### config.mk
export PLATFORM = sky130hd
export DESIGN_NAME = serial_line_and_length_framer
export DESIGN_NICKNAME = d
export VERILOG_FILES = /design/src/rtl/slf_pkg.sv /design/src/rtl/serial_line_and_length_framer.sv /design/src/rtl/slf_ram.sv /design/src/rtl/slf_cfg.sv /design/src/rtl/slf_ctrl.sv
export VERILOG_INCLUDE_DIRS = /design/src /design/src/rtl
export SDC_FILE = /design/constraint.sdc
export NUM_CORES = 1
export LEC_CHECK = 0
export ABC_AREA = 1
export BUFFER_PORTS_ARGS = -buffer_cell sky130_fd_sc_hd__buf_2
export CORE_MARGIN = 4
export CORE_UTILIZATION = 35
export CTS_CLUSTER_DIAMETER = 100
export DETAILED_ROUTE_END_ITERATION = 7
export PLACE_DENSITY_LB_ADDON = 0.2
export SYNTH_ARGS = -nofsm -noshare
export SYNTH_HDL_FRONTEND = slang
export SYNTH_SLANG_ARGS = --single-unit
### constraint.sdc
create_clock -name clk -period 7.35 [get_ports clk]
set_clock_uncertainty 0.1 [all_clocks]
set_input_delay 0 -clock clk [delete_from_list [all_inputs] [get_ports clk]]
set_output_delay 0 -clock clk [all_outputs]
set_load 0.01 [all_outputs]
### src/rtl/serial_line_and_length_framer_assert.svh
// assertion macros used by the framer control module
`ifndef SERIAL_LINE_AND_LENGTH_FRAMER_ASSERT_SVH
`define SERIAL_LINE_AND_LENGTH_FRAMER_ASSERT_SVH

`ifndef SYNTHESIS

// antecedent implies consequent in the same cycle
`define SLF_ASSERT_IMPLIES(label, ante, cons) \
    label: assert property (@(posedge clk) disable iff (!rst_n) (ante) |-> (cons)) \
        else $error("slf assertion failed");

// antecedent implies consequent in the following cycle
`define SLF_ASSERT_NEXT(label, ante, cons) \
    label: assert property (@(posedge clk) disable iff (!rst_n) (ante) |=> (cons)) \
        else $error("slf assertion failed");

// condition never holds
`define SLF_ASSERT_NEVER(label, cond) \
    label: assert property (@(posedge clk) disable iff (!rst_n) !(cond)) \
        else $error("slf assertion failed");

`else

`define SLF_ASSERT_IMPLIES(label, ante, cons)
`define SLF_ASSERT_NEXT(label, ante, cons)
`define SLF_ASSERT_NEVER(label, cond)

`endif

`endif

### src/rtl/slf_pkg.sv
// shared constants, types and structs of the serial framer
package slf_pkg;

    // buffer geometry
    localparam int BUFFER_DEPTH = 32;
    localparam int ADDR_W       = $clog2(BUFFER_DEPTH);
    localparam int CNT_W        = $clog2(BUFFER_DEPTH + 1);
    localparam int RESULT_LIMIT = 32;
    localparam int IDX_W        = 5;
    localparam int BYTE_W       = 8;

    // protocol constants
    localparam logic [BYTE_W-1:0] ZERO_BYTE   = 8'h00;
    localparam logic [BYTE_W-1:0] NEWLINE     = 8'h0A;
    localparam logic [BYTE_W-1:0] HEADER_MARK = 8'h24;
    localparam int                HEADER_SIZE = 3;

    // configuration port
    localparam int   PADDR_W        = 3;
    localparam int   PDATA_W        = 32;
    localparam logic REG_FRAME_MODE = 1'b0;

    typedef enum logic {
        MODE_TEXT   = 1'b0,
        MODE_LENGTH = 1'b1
    } slf_mode_t;

    typedef enum logic [1:0] {
        ST_IDLE,
        ST_READ,
        ST_SHOW
    } slf_state_t;

    // configuration towards the controller
    typedef struct packed {
        logic      clear;
        slf_mode_t mode;
    } slf_cfg_t;

    // buffer access request
    typedef struct packed {
        logic              we;
        logic [ADDR_W-1:0] waddr;
        logic [BYTE_W-1:0] wdata;
        logic              re;
        logic [ADDR_W-1:0] raddr;
    } slf_ram_req_t;

endpackage

### src/rtl/serial_line_and_length_framer.sv
// Serial line and length framer: takes one received byte per input beat and
// stores it in a 32-entry byte buffer (single-port-write, registered-read
// memory). A byte that finishes a frame starts its emission: the frame is
// sent as result beats, each made of a buffer read state and an output beat
// state that waits out any output stall; no input beat is taken until the
// last result beat is delivered.
// frame_mode 0 gives newline-ended text frames, 1 gives '$'-headed frames
// with a length byte. Writing frame_mode abandons a partial frame.
module serial_line_and_length_framer (
    input  logic                              clk,
    input  logic                              rst_n,
    input  logic                              psel,
    input  logic                              penable,
    input  logic                              pwrite,
    input  logic [slf_pkg::PADDR_W-1:0]       paddr,
    input  logic [slf_pkg::PDATA_W-1:0]       pwdata,
    output logic [slf_pkg::PDATA_W-1:0]       prdata,
    output logic                              pready,
    input  logic                              in_valid,
    output logic                              in_ready,
    input  logic [slf_pkg::BYTE_W-1:0]        rx_byte,
    output logic                              out_valid,
    input  logic                              out_ready,
    output logic [slf_pkg::BYTE_W-1:0]        frame_byte,
    output logic [slf_pkg::IDX_W-1:0]         byte_index,
    output logic                              overflowed,
    output logic                              last
);

    slf_pkg::slf_cfg_t     cfg;
    slf_pkg::slf_ram_req_t ram_req;

    // configuration registers
    slf_cfg u_cfg (
        .clk     (clk),
        .rst_n   (rst_n),
        .psel    (psel),
        .penable (penable),
        .pwrite  (pwrite),
        .paddr   (paddr),
        .pwdata  (pwdata),
        .prdata  (prdata),
        .pready  (pready),
        .cfg     (cfg)
    );

    // framing control
    slf_ctrl u_ctrl (
        .clk        (clk),
        .rst_n      (rst_n),
        .cfg        (cfg),
        .in_valid   (in_valid),
        .in_ready   (in_ready),
        .rx_byte    (rx_byte),
        .out_valid  (out_valid),
        .out_ready  (out_ready),
        .byte_index (byte_index),
        .overflowed (overflowed),
        .last       (last),
        .ram_req    (ram_req)
    );

    // frame buffer
    slf_ram u_ram (
        .clk     (clk),
        .req     (ram_req),
        .rd_data (frame_byte)
    );

endmodule

### src/rtl/slf_ram.sv
// frame byte buffer: one write port, one registered read port
module slf_ram (
    input  logic                             clk,
    input  slf_pkg::slf_ram_req_t            req,
    output logic [slf_pkg::BYTE_W-1:0]       rd_data
);

    logic [slf_pkg::BYTE_W-1:0] buffer_mem [slf_pkg::BUFFER_DEPTH];
    logic [slf_pkg::BYTE_W-1:0] rd_data_reg;

    // write port
    always_ff @(posedge clk)
    begin
        if (req.we)
        begin
            buffer_mem[req.waddr] <= req.wdata;
        end
    end

    // read port, registered output
    always_ff @(posedge clk)
    begin
        if (req.re)
        begin
            rd_data_reg <= buffer_mem[req.raddr];
        end
    end

    assign rd_data = rd_data_reg;

endmodule

### src/rtl/slf_cfg.sv
// apb register block holding the frame mode
module slf_cfg (
    input  logic                              clk,
    input  logic                              rst_n,
    input  logic                              psel,
    input  logic                              penable,
    input  logic                              pwrite,
    input  logic [slf_pkg::PADDR_W-1:0]       paddr,
    input  logic [slf_pkg::PDATA_W-1:0]       pwdata,
    output logic [slf_pkg::PDATA_W-1:0]       prdata,
    output logic                              pready,
    output slf_pkg::slf_cfg_t                 cfg
);

    slf_pkg::slf_mode_t mode_reg;
    slf_pkg::slf_mode_t mode_next;
    logic               mode_wr;

    // register decode
    assign mode_wr = psel && penable && pwrite && (paddr[2] == slf_pkg::REG_FRAME_MODE);

    always_comb
    begin
        mode_next = mode_reg;
        if (mode_wr)
        begin
            mode_next = slf_pkg::slf_mode_t'(pwdata[0]);
        end
    end

    always_ff @(posedge clk or negedge rst_n)
    begin
        if (!rst_n)
        begin
            mode_reg <= slf_pkg::MODE_TEXT;
        end
        else
        begin
            mode_reg <= mode_next;
        end
    end

    // read back and status
    always_comb
    begin
        prdata = '0;
        if (paddr[2] == slf_pkg::REG_FRAME_MODE)
        begin
            prdata[0] = mode_reg;
        end
    end

    assign pready    = 1'b1;
    assign cfg.clear = mode_wr;
    assign cfg.mode  = mode_reg;

endmodule

### src/rtl/slf_ctrl.sv
// frame assembly and emission sequencer around the byte buffer
`include "serial_line_and_length_framer_assert.svh"

module slf_ctrl (
    input  logic                              clk,
    input  logic                              rst_n,
    input  slf_pkg::slf_cfg_t                 cfg,
    input  logic                              in_valid,
    output logic                              in_ready,
    input  logic [slf_pkg::BYTE_W-1:0]        rx_byte,
    output logic                              out_valid,
    input  logic                              out_ready,
    output logic [slf_pkg::IDX_W-1:0]         byte_index,
    output logic                              overflowed,
    output logic                              last,
    output slf_pkg::slf_ram_req_t             ram_req
);

    localparam logic [slf_pkg::CNT_W-1:0]  FILL_FULL = slf_pkg::CNT_W'(slf_pkg::BUFFER_DEPTH);
    localparam logic [slf_pkg::CNT_W-1:0]  FILL_HDR  = slf_pkg::CNT_W'(slf_pkg::HEADER_SIZE);
    localparam logic [slf_pkg::BYTE_W-1:0] LEN_MAX   = 8'(slf_pkg::BUFFER_DEPTH);
    localparam logic [slf_pkg::BYTE_W-1:0] LEN_HDR   = 8'(slf_pkg::HEADER_SIZE);
    localparam logic [6:0]                 LIMIT_7   = 7'(slf_pkg::RESULT_LIMIT);

    slf_pkg::slf_state_t          state_reg;
    slf_pkg::slf_state_t          state_next;
    logic [slf_pkg::CNT_W-1:0]    fill_reg;
    logic [slf_pkg::CNT_W-1:0]    fill_next;
    logic [slf_pkg::BYTE_W-1:0]   len_reg;
    logic [slf_pkg::BYTE_W-1:0]   len_next;
    logic                         hdr_ok_reg;
    logic                         hdr_ok_next;
    logic [slf_pkg::IDX_W-1:0]    idx_reg;
    logic [slf_pkg::IDX_W-1:0]    idx_next;
    logic [slf_pkg::IDX_W-1:0]    last_idx_reg;
    logic [slf_pkg::IDX_W-1:0]    last_idx_next;
    logic                         over_reg;
    logic                         over_next;

    logic                         accept;
    logic                         is_last;
    logic                         emit;
    logic                         emit_over;
    logic [slf_pkg::CNT_W-1:0]    emit_cnt;
    logic [6:0]                   emit_cnt7;
    logic                         wr_en;
    logic [slf_pkg::CNT_W-1:0]    wr_pos;
    logic [slf_pkg::CNT_W-1:0]    base_fill;
    logic [slf_pkg::BYTE_W-1:0]   base_len;
    logic [slf_pkg::CNT_W-1:0]    fill_inc;

    assign accept    = in_valid && in_ready;
    assign is_last   = (idx_reg == last_idx_reg);
    assign emit_cnt7 = 7'(emit_cnt);

    // length mode restarts from an empty buffer if it ever ran full
    assign base_fill = (fill_reg >= FILL_FULL) ? '0 : fill_reg;
    assign base_len  = (fill_reg >= FILL_FULL) ? '0 : len_reg;
    assign fill_inc  = slf_pkg::CNT_W'(base_fill + 1'b1);

    // frame assembly decision for the accepted byte
    always_comb
    begin
        fill_next     = fill_reg;
        len_next      = len_reg;
        hdr_ok_next   = hdr_ok_reg;
        idx_next      = idx_reg;
        last_idx_next = last_idx_reg;
        over_next     = over_reg;
        emit          = 1'b0;
        emit_over     = 1'b0;
        emit_cnt      = '0;
        wr_en         = 1'b0;
        wr_pos        = fill_reg;

        if (cfg.clear)
        begin
            fill_next = '0;
            len_next  = '0;
        end
        else if (accept)
        begin
            unique case (cfg.mode)
                slf_pkg::MODE_TEXT:
                begin
                    if (rx_byte == slf_pkg::NEWLINE)
                    begin
                        // newline ends the frame, stored if there is room
                        fill_next = '0;
                        emit      = 1'b1;
                        if (fill_reg < FILL_FULL)
                        begin
                            wr_en    = 1'b1;
                            emit_cnt = slf_pkg::CNT_W'(fill_reg + 1'b1);
                        end
                        else
                        begin
                            emit_cnt = fill_reg;
                        end
                    end
                    else if (rx_byte != slf_pkg::ZERO_BYTE)
                    begin
                        if (fill_reg < FILL_FULL)
                        begin
                            wr_en     = 1'b1;
                            fill_next = slf_pkg::CNT_W'(fill_reg + 1'b1);
                        end
                        else
                        begin
                            // buffer full: drop byte, flush with overflow mark
                            fill_next = '0;
                            emit      = 1'b1;
                            emit_over = 1'b1;
                            emit_cnt  = fill_reg;
                        end
                    end
                end
                slf_pkg::MODE_LENGTH:
                begin
                    wr_en     = 1'b1;
                    wr_pos    = base_fill;
                    fill_next = fill_inc;
                    len_next  = base_len;
                    if (base_fill == '0)
                    begin
                        hdr_ok_next = (rx_byte == slf_pkg::HEADER_MARK);
                    end
                    else if (base_fill == slf_pkg::CNT_W'(1))
                    begin
                        hdr_ok_next = hdr_ok_reg && (rx_byte != slf_pkg::ZERO_BYTE);
                    end

                    if (fill_inc == FILL_HDR)
                    begin
                        // header check on the length byte
                        if (!hdr_ok_reg || (rx_byte == slf_pkg::ZERO_BYTE) ||
                            (rx_byte > LEN_MAX))
                        begin
                            fill_next = '0;
                            len_next  = '0;
                        end
                        else if (rx_byte <= LEN_HDR)
                        begin
                            // short length ends at the header
                            fill_next = '0;
                            len_next  = '0;
                            emit      = 1'b1;
                            emit_cnt  = FILL_HDR;
                        end
                        else
                        begin
                            len_next = rx_byte;
                        end
                    end
                    else if ((base_len != '0) && (8'(fill_inc) == base_len))
                    begin
                        fill_next = '0;
                        len_next  = '0;
                        emit      = 1'b1;
                        emit_cnt  = fill_inc;
                    end
                end
                default:
                begin
                    fill_next = fill_reg;
                end
            endcase
        end

        // emission setup and walk
        if (emit)
        begin
            idx_next  = '0;
            over_next = emit_over;
            if (emit_cnt7 > LIMIT_7)
            begin
                last_idx_next = slf_pkg::IDX_W'(slf_pkg::RESULT_LIMIT - 1);
            end
            else
            begin
                last_idx_next = slf_pkg::IDX_W'(emit_cnt7 - 7'd1);
            end
        end
        else if ((state_reg == slf_pkg::ST_SHOW) && out_ready && !is_last)
        begin
            idx_next = slf_pkg::IDX_W'(idx_reg + 1'b1);
        end
    end

    // next state
    always_comb
    begin
        state_next = state_reg;
        unique case (state_reg)
            slf_pkg::ST_IDLE:
            begin
                if (emit)
                begin
                    state_next = slf_pkg::ST_READ;
                end
            end
            slf_pkg::ST_READ:
            begin
                state_next = slf_pkg::ST_SHOW;
            end
            slf_pkg::ST_SHOW:
            begin
                if (out_ready)
                begin
                    state_next = is_last ? slf_pkg::ST_IDLE : slf_pkg::ST_READ;
                end
            end
            default:
            begin
                state_next = slf_pkg::ST_IDLE;
            end
        endcase
    end

    // state outputs and buffer request
    always_comb
    begin
        in_ready      = (state_reg == slf_pkg::ST_IDLE);
        out_valid     = (state_reg == slf_pkg::ST_SHOW);
        ram_req.we    = wr_en;
        ram_req.waddr = slf_pkg::ADDR_W'(wr_pos);
        ram_req.wdata = rx_byte;
        ram_req.re    = (state_reg == slf_pkg::ST_READ);
        ram_req.raddr = slf_pkg::ADDR_W'(idx_reg);
    end

    assign byte_index = idx_reg;
    assign overflowed = over_reg;
    assign last       = is_last;

    always_ff @(posedge clk or negedge rst_n)
    begin
        if (!rst_n)
        begin
            state_reg  <= slf_pkg::ST_IDLE;
            fill_reg   <= '0;
            len_reg    <= '0;
            hdr_ok_reg <= 1'b0;
        end
        else
        begin
            state_reg  <= state_next;
            fill_reg   <= fill_next;
            len_reg    <= len_next;
            hdr_ok_reg <= hdr_ok_next;
        end
    end

    // emission payload registers
    always_ff @(posedge clk)
    begin
        idx_reg      <= idx_next;
        last_idx_reg <= last_idx_next;
        over_reg     <= over_next;
    end

    // checks
    `SLF_ASSERT_NEVER(a_in_out_exclusive, in_ready && out_valid)
    `SLF_ASSERT_NEVER(a_fill_in_range, fill_reg > FILL_FULL)
    `SLF_ASSERT_IMPLIES(a_write_on_accept, ram_req.we, accept)
    `SLF_ASSERT_NEXT(a_last_returns_idle, out_valid && out_ready && last, in_ready)
    `SLF_ASSERT_NEXT(a_read_then_show, ram_req.re, out_valid)

endmodule
Word-level counts from Yosys, hierarchy flattened
Memories as Yosys holds them, arrays and structs flattened. A register that Yosys moved wholly into a read port is not among the register bits.
Index checks and enable logic that the tools add are counted.
{"block": "word_totals", "mem_count": 1, "in_bits": 50, "ram_bits": 256, "reg_bits": 29}
{"memory": "u_ram.buffer_mem", "depth": 32, "word_bits": 8, "read_ports": 1, "rd_ports_with_merged_regs": 1, "write_ports": 1, "line_no": "slf_ram.sv:8", "rtl": "logic [slf_pkg::BYTE_W-1:0] buffer_mem [slf_pkg::BUFFER_DEPTH];"}
{"block": "op_classes", "bitwise_logic": 4, "n_lt_le_gt_ge": 5, "muxes": 58, "add_sub_neg": 4, "n_eq_ne": 11, "reduce_logical": 25}
{"op": "$mux 6", "n": 19}
{"op": "$mux 8", "n": 8}
{"op": "$pmux 6 s2", "n": 2}
{"op": "$mux 1", "n": 20}
{"op": "$reduce_bool 8->1", "n": 2}
{"op": "$mux 5", "n": 3}
{"op": "$add 6x1->6 const B", "n": 2}
{"op": "$eq 6x8->1", "n": 1}
{"op": "$eq 8x4->1 const B", "n": 1}
{"op": "$eq 8x6->1 const B", "n": 1}
{"op": "$gt 8x6->1 const B", "n": 1}
{"op": "$le 8x2->1 const B", "n": 1}
{"op": "$logic_and 1x1->1", "n": 8}
{"op": "$logic_not 8->1", "n": 1}
{"op": "$eq 6x1->1 const B", "n": 1}
{"op": "$eq 6x2->1 const B", "n": 1}
{"op": "$ge 6x6->1 const B", "n": 1}
{"op": "$gt 6x6->1 const B", "n": 1}
{"op": "$logic_not 6->1", "n": 1}
{"op": "$lt 6x6->1 const B", "n": 1}
{"op": "$mux 2", "n": 3}
{"op": "$pmux 2 s3", "n": 1}
{"op": "$reduce_and 2->1", "n": 3}
{"op": "$reduce_bool 2->1", "n": 3}
{"op": "other kinds (15)", "n": 21}

Logic depth before layout (Yosys ltp)
{"block": "logic_depth", "depth_word": 12, "mapped_depth": 19, "ltp_nobuf": 18}

Cells and area by module
Synthesis repeated with hierarchy kept, for this count alone.
{"block": "unflattened", "cells_unflattened": 1336, "hier_area_um2": 13689.4}
{"module": "slf_ram", "area_each_um2": 10866.7, "instances": 1, "cells_per_inst": 922, "seq_area_each_um2": 7927.6}
{"module": "slf_ctrl", "area_each_um2": 2489.9, "instances": 1, "cells_per_inst": 366, "seq_area_each_um2": 705.7}
{"module": "slf_cfg", "area_each_um2": 332.8, "instances": 1, "cells_per_inst": 48, "seq_area_each_um2": 25.0}

Least setup slack after synthesis
Ideal clock, no wire load.
{"block": "synth_timing", "path_type": "register to register", "startpoint": "reg u_ctrl.fill_reg[5] (netlist name)", "endpoint": "reg u_ctrl.last_idx_reg[4] (netlist name) (data pin)", "t_arrival_ps": 2649, "setup_slack_ps": 4334, "required_ps": 6983, "path_stages_with_launch": 17, "cell_sequence": "dfrtp_1 > inv_2 > buf_1 > ha_1 > inv_1 > ha_1 > inv_1 > nand2_1 > nand2_1 > nand3_1 > nor2_4 > nand4_1 > nand3_2 > nand2_1 > ha_1 > nand4_1 > nand3_1"}
{"block": "synth_via", "elab_chain_len": 11}
{"item": "from (decl)", "line_no": "slf_ctrl.sv:27", "rtl": "logic [slf_pkg::CNT_W-1:0] fill_reg;"}
{"item": "from (signal assigned)", "line_no": "slf_ctrl.sv:248", "rtl": "fill_reg <= fill_next;"}
{"item": "$ge 6x6->1", "line_no": "slf_ctrl.sv:57, slf_ctrl.sv:58"}
{"item": "$mux 6", "line_no": "slf_ctrl.sv:57", "rtl": "assign base_fill = (fill_reg >= FILL_FULL) ? '0 : fill_reg;"}
{"item": "$add 6x1->6", "line_no": "slf_ctrl.sv:59", "rtl": "assign fill_inc = slf_pkg::CNT_W'(base_fill + 1'b1);"}
{"item": "$eq 6x8->1", "line_no": "slf_ctrl.sv:155", "rtl": "else if ((base_len != '0) && (8'(fill_inc) == base_len))"}
{"item": "$logic_and 1x1->1", "line_no": "slf_ctrl.sv:155"}
{"item": "$mux 6", "line_no": "slf_ctrl.sv:155"}
{"item": "$mux 6", "line_no": "slf_ctrl.sv:133", "rtl": "if (fill_inc == FILL_HDR)"}
{"item": "$pmux 6 s2 (*)", "line_no": "slf_ctrl.sv:83", "rtl": "unique case (cfg.mode)"}
{"item": "$mux 6 (*)", "line_no": "slf_ctrl.sv:81", "rtl": "else if (accept)"}
{"item": "$mux 6 (*)", "line_no": "slf_ctrl.sv:76", "rtl": "if (cfg.clear)"}
{"item": "$sub 5x1->5 / $gt 6x6->1 (equally long branches)", "line_no": "slf_ctrl.sv:181, slf_ctrl.sv:175"}
{"item": "to (signal assigned)", "line_no": "slf_ctrl.sv:258", "rtl": "last_idx_reg <= last_idx_next;"}
{"item": "to (decl)", "line_no": "slf_ctrl.sv:35", "rtl": "logic [slf_pkg::IDX_W-1:0] last_idx_reg;"}
Every way passes the cells marked *; elsewhere a longest branch is shown, timed or not.
A chain may end at the register's enable or synchronous reset.

==> results.md <==
* Slowest cell on crit path: clkinv_2
* EDFF count, synth at 270
* TritonCTS clock tree: yes
* Vias in the first global route at 8156
* Ys flop type: edfxtp_1
* Later-pin clock latency in the skew report at 0.57 ns
* Die width at between 150 and 200 um
* DP Wirelength at approximately 19000 um
* Mapped Cells at between 1000 and 1500
* Placed Cells at ~1600
* Placer's final routability congestion estimate at 0.8709
* I/O pin count at 100
* Worst setup margin at 3.353 ns
* RSZ-0062 raised after global routing: no
* Setup crit start kind: flop
* Slew headroom at between 30% and 40%
* Final setup fails at 0
* Via density at 5.096
* Synth area leader: edfxtp_1
* Post-route minimum period at about 4 ns
* Main area contributors after synthesis: edfxtp_1 (63%), nor2_1 (6.0%), o21ai_0 (6.0%), nand2_1 (4.1%), dfrtp_1 (3.5%)
* Share of layout cells above drive strength 1 at 9.520%
* Inserted Clock Buffers at 31
* CTS hold repair buffers at 17
* Cell area power density at around 340 nW/um^2
* Initial core utilization at 35.39%
* Clk slew on worst S/H paths at 0.06 ns
* Nets at 1266
* Filler Cell Count at approximately 3500
* Post-synthesis sequential area ratio at 67.15%
* Ys async rst share at 6.143%
* Final hold viol count at 0
* Largest net degree at the start of global routing at 77
* Initial antenna violation count at 0
* Chip height at around 200 um
* Syn Area/Cell at 11.06 sq um
* DR vias at between 8000 and 9000
* ANT nets after route at 0
* Static Leak at around 5.1 nW
* Final core occ at 39.88%
* Fmax at 250.2 MHz
* Gr usage total at 16.24%
* Actual slew at the worst max-slew pin at 0.9499 ns
* First drt pass iteration count at 5
* Critical path cell sequence: clkinv_2 > buf_4 > o21ai_0 > o221ai_1 > o211ai_1 > nand3_1 > o21ai_0 > inv_1
* Critical path fanouts, max at 76
* Diode count at 0
* Ys Warns at 0
* Total Die Area at roughly 40000 sq um
* Netlist cell types at 36
* Max incr delay on CP at between 0.9 and 1 ns
* Peak supply drop at between 0.15 and 0.2 mV
* Clk sinks at 293
* Worst EP arrival at between 4 and 5 ns
* Post-CTS setup buffers at 0
* Synth top cells by count: edfxtp_1 (270), nor2_1 (206), o21ai_0 (154), nand2_1 (142), inv_1 (62)
* Cell mode on critical path: o21ai_0
* Largest register FFs at 256
* Clk Tree Root Cell: clkbuf_16
* Crit end category: flop
* Worst EP required at between 7 and 8 ns
* Initial DRC Count at 700
* Fin crit share at 54.38%
* Row count at 70
* Synth top area share at 62.88%
* Critical path class: flop to flop
* Finished Layout Cells at 1697
* Final Hold Slack at 0.06109 ns
* First-pass GRT wire length at about 50000 um
* DRC violations left at 0
* Core ar. at 36430 sq um
* Buffers added on ports at 34
* Layout overhead on the synthesized area at 12.69%
* Register bit total from synthesis at slightly below 300
* Routed WL per cell at 19.36 um
* Final setup TNS at 0 ns
* Most frequent cell after synthesis: edfxtp_1
* Count of pins over their slew limit at 0
* Syn Std Cell Area at 12890 sq um
* Worst Hold Class: primary input to flop
* GR Overflow Total at 0
* Final wirelength at 32860 um
* H-Tree Depth at 1
* Place WS at 3.273 ns
* Max Cap Violations at 0
* # resized after CTS at 0
* Outcome: finished clean
* Clk buf depth at 3
-- layer usage --
layer  track usage [%]  share of wire, %  vias up
met4             4.075               2.4        0
met1             22.78                44     4182
li1                  -                 -     4174
met2             26.68                48      241
met5                 0                 0        -
met3             2.534               5.4       51
-- through the flow --
step           total power [mW]  cell area (sq um)
2_1_floorplan             2.990              13010
3_3_place_gp              3.455              13390
3_5_place_dp              3.461              13390
4_1_cts                   4.959              14530
5_1_grt                   5.206              14530
6_report                  4.912              14530
-- final timing paths --
path                                 startpoint                  to  slack [ns]  cells after the start
setup / recovery           u_ctrl.byte_index[0]    u_ram.rd_data[5]        3.35                      8
hold / removal                             psel  u_ctrl.fill_reg[1]        0.06                      6
setup reg to reg           u_ctrl.byte_index[0]    u_ram.rd_data[5]        3.35                      8
hold reg to reg               u_ctrl.len_reg[5]   u_ctrl.len_reg[5]        0.40                      2
max in group asynchronous                 rst_n   u_ctrl.len_reg[7]        6.01                      3
min in group asynchronous                 rst_n      u_cfg.mode_reg        0.56                      3
-- cell type report --
class	instances	area, sq um	share of cell area (%)
sequential	293	8663	59.62
inverter	69	260.3	1.791
clock buffer	34	787.0	5.416
timing repair buffer	63	430.4	2.962
clock inverter	24	181.4	1.248
multi-input combinational	746	3623	24.94
tap	468	585.6	4.030
-- worst max-delay path: cells and delay by family, from the launching register on --
family                 cells  cell delay [ns]
and+or+nand+nor            1             0.16
buffers and inverters      3             1.67
AOI/OAI and AO/OA          4             0.88
DFF                        1             0.87
-- placed cells by master, fill, tap and decap left out, types with 9 or more instances in the layout --
cell type / instances
ha_1: 12
dfrtp_1: 18
clkinv_2: 9
nor2_1: 206
clkbuf_16: 31
o221ai_1: 26
nand3_1: 52
a21oi_1: 10
buf_4: 12
nand4_1: 17
nand2_1: 142
o21ai_0: 154
inv_1: 60
buf_2: 34
clkinv_1: 12
edfxtp_1: 270
o22ai_1: 44
conb_1: 32
dlygate4sd3_1: 17
-- cell families after synthesis --
kind of cell	after synthesis	synth area share (%)
DFF	293	67.15
other	2	0.05824
xor gates and xnor gates	4	0.2717
and+or+nand+nor	442	14.31
AOI/OAI and AO/OA	256	11.42
buffers and inverters	157	5.628
adders and majority gates	12	1.164
-- report_power, final --
part	switching [mW]	total [mW]	internal, mW
Sequential	0.114	2.08	1.97
Clock	0.647	1.49	0.842
Combinational	0.959	1.34	0.382
No activity file was read; power rests on OpenSTA's default activity.
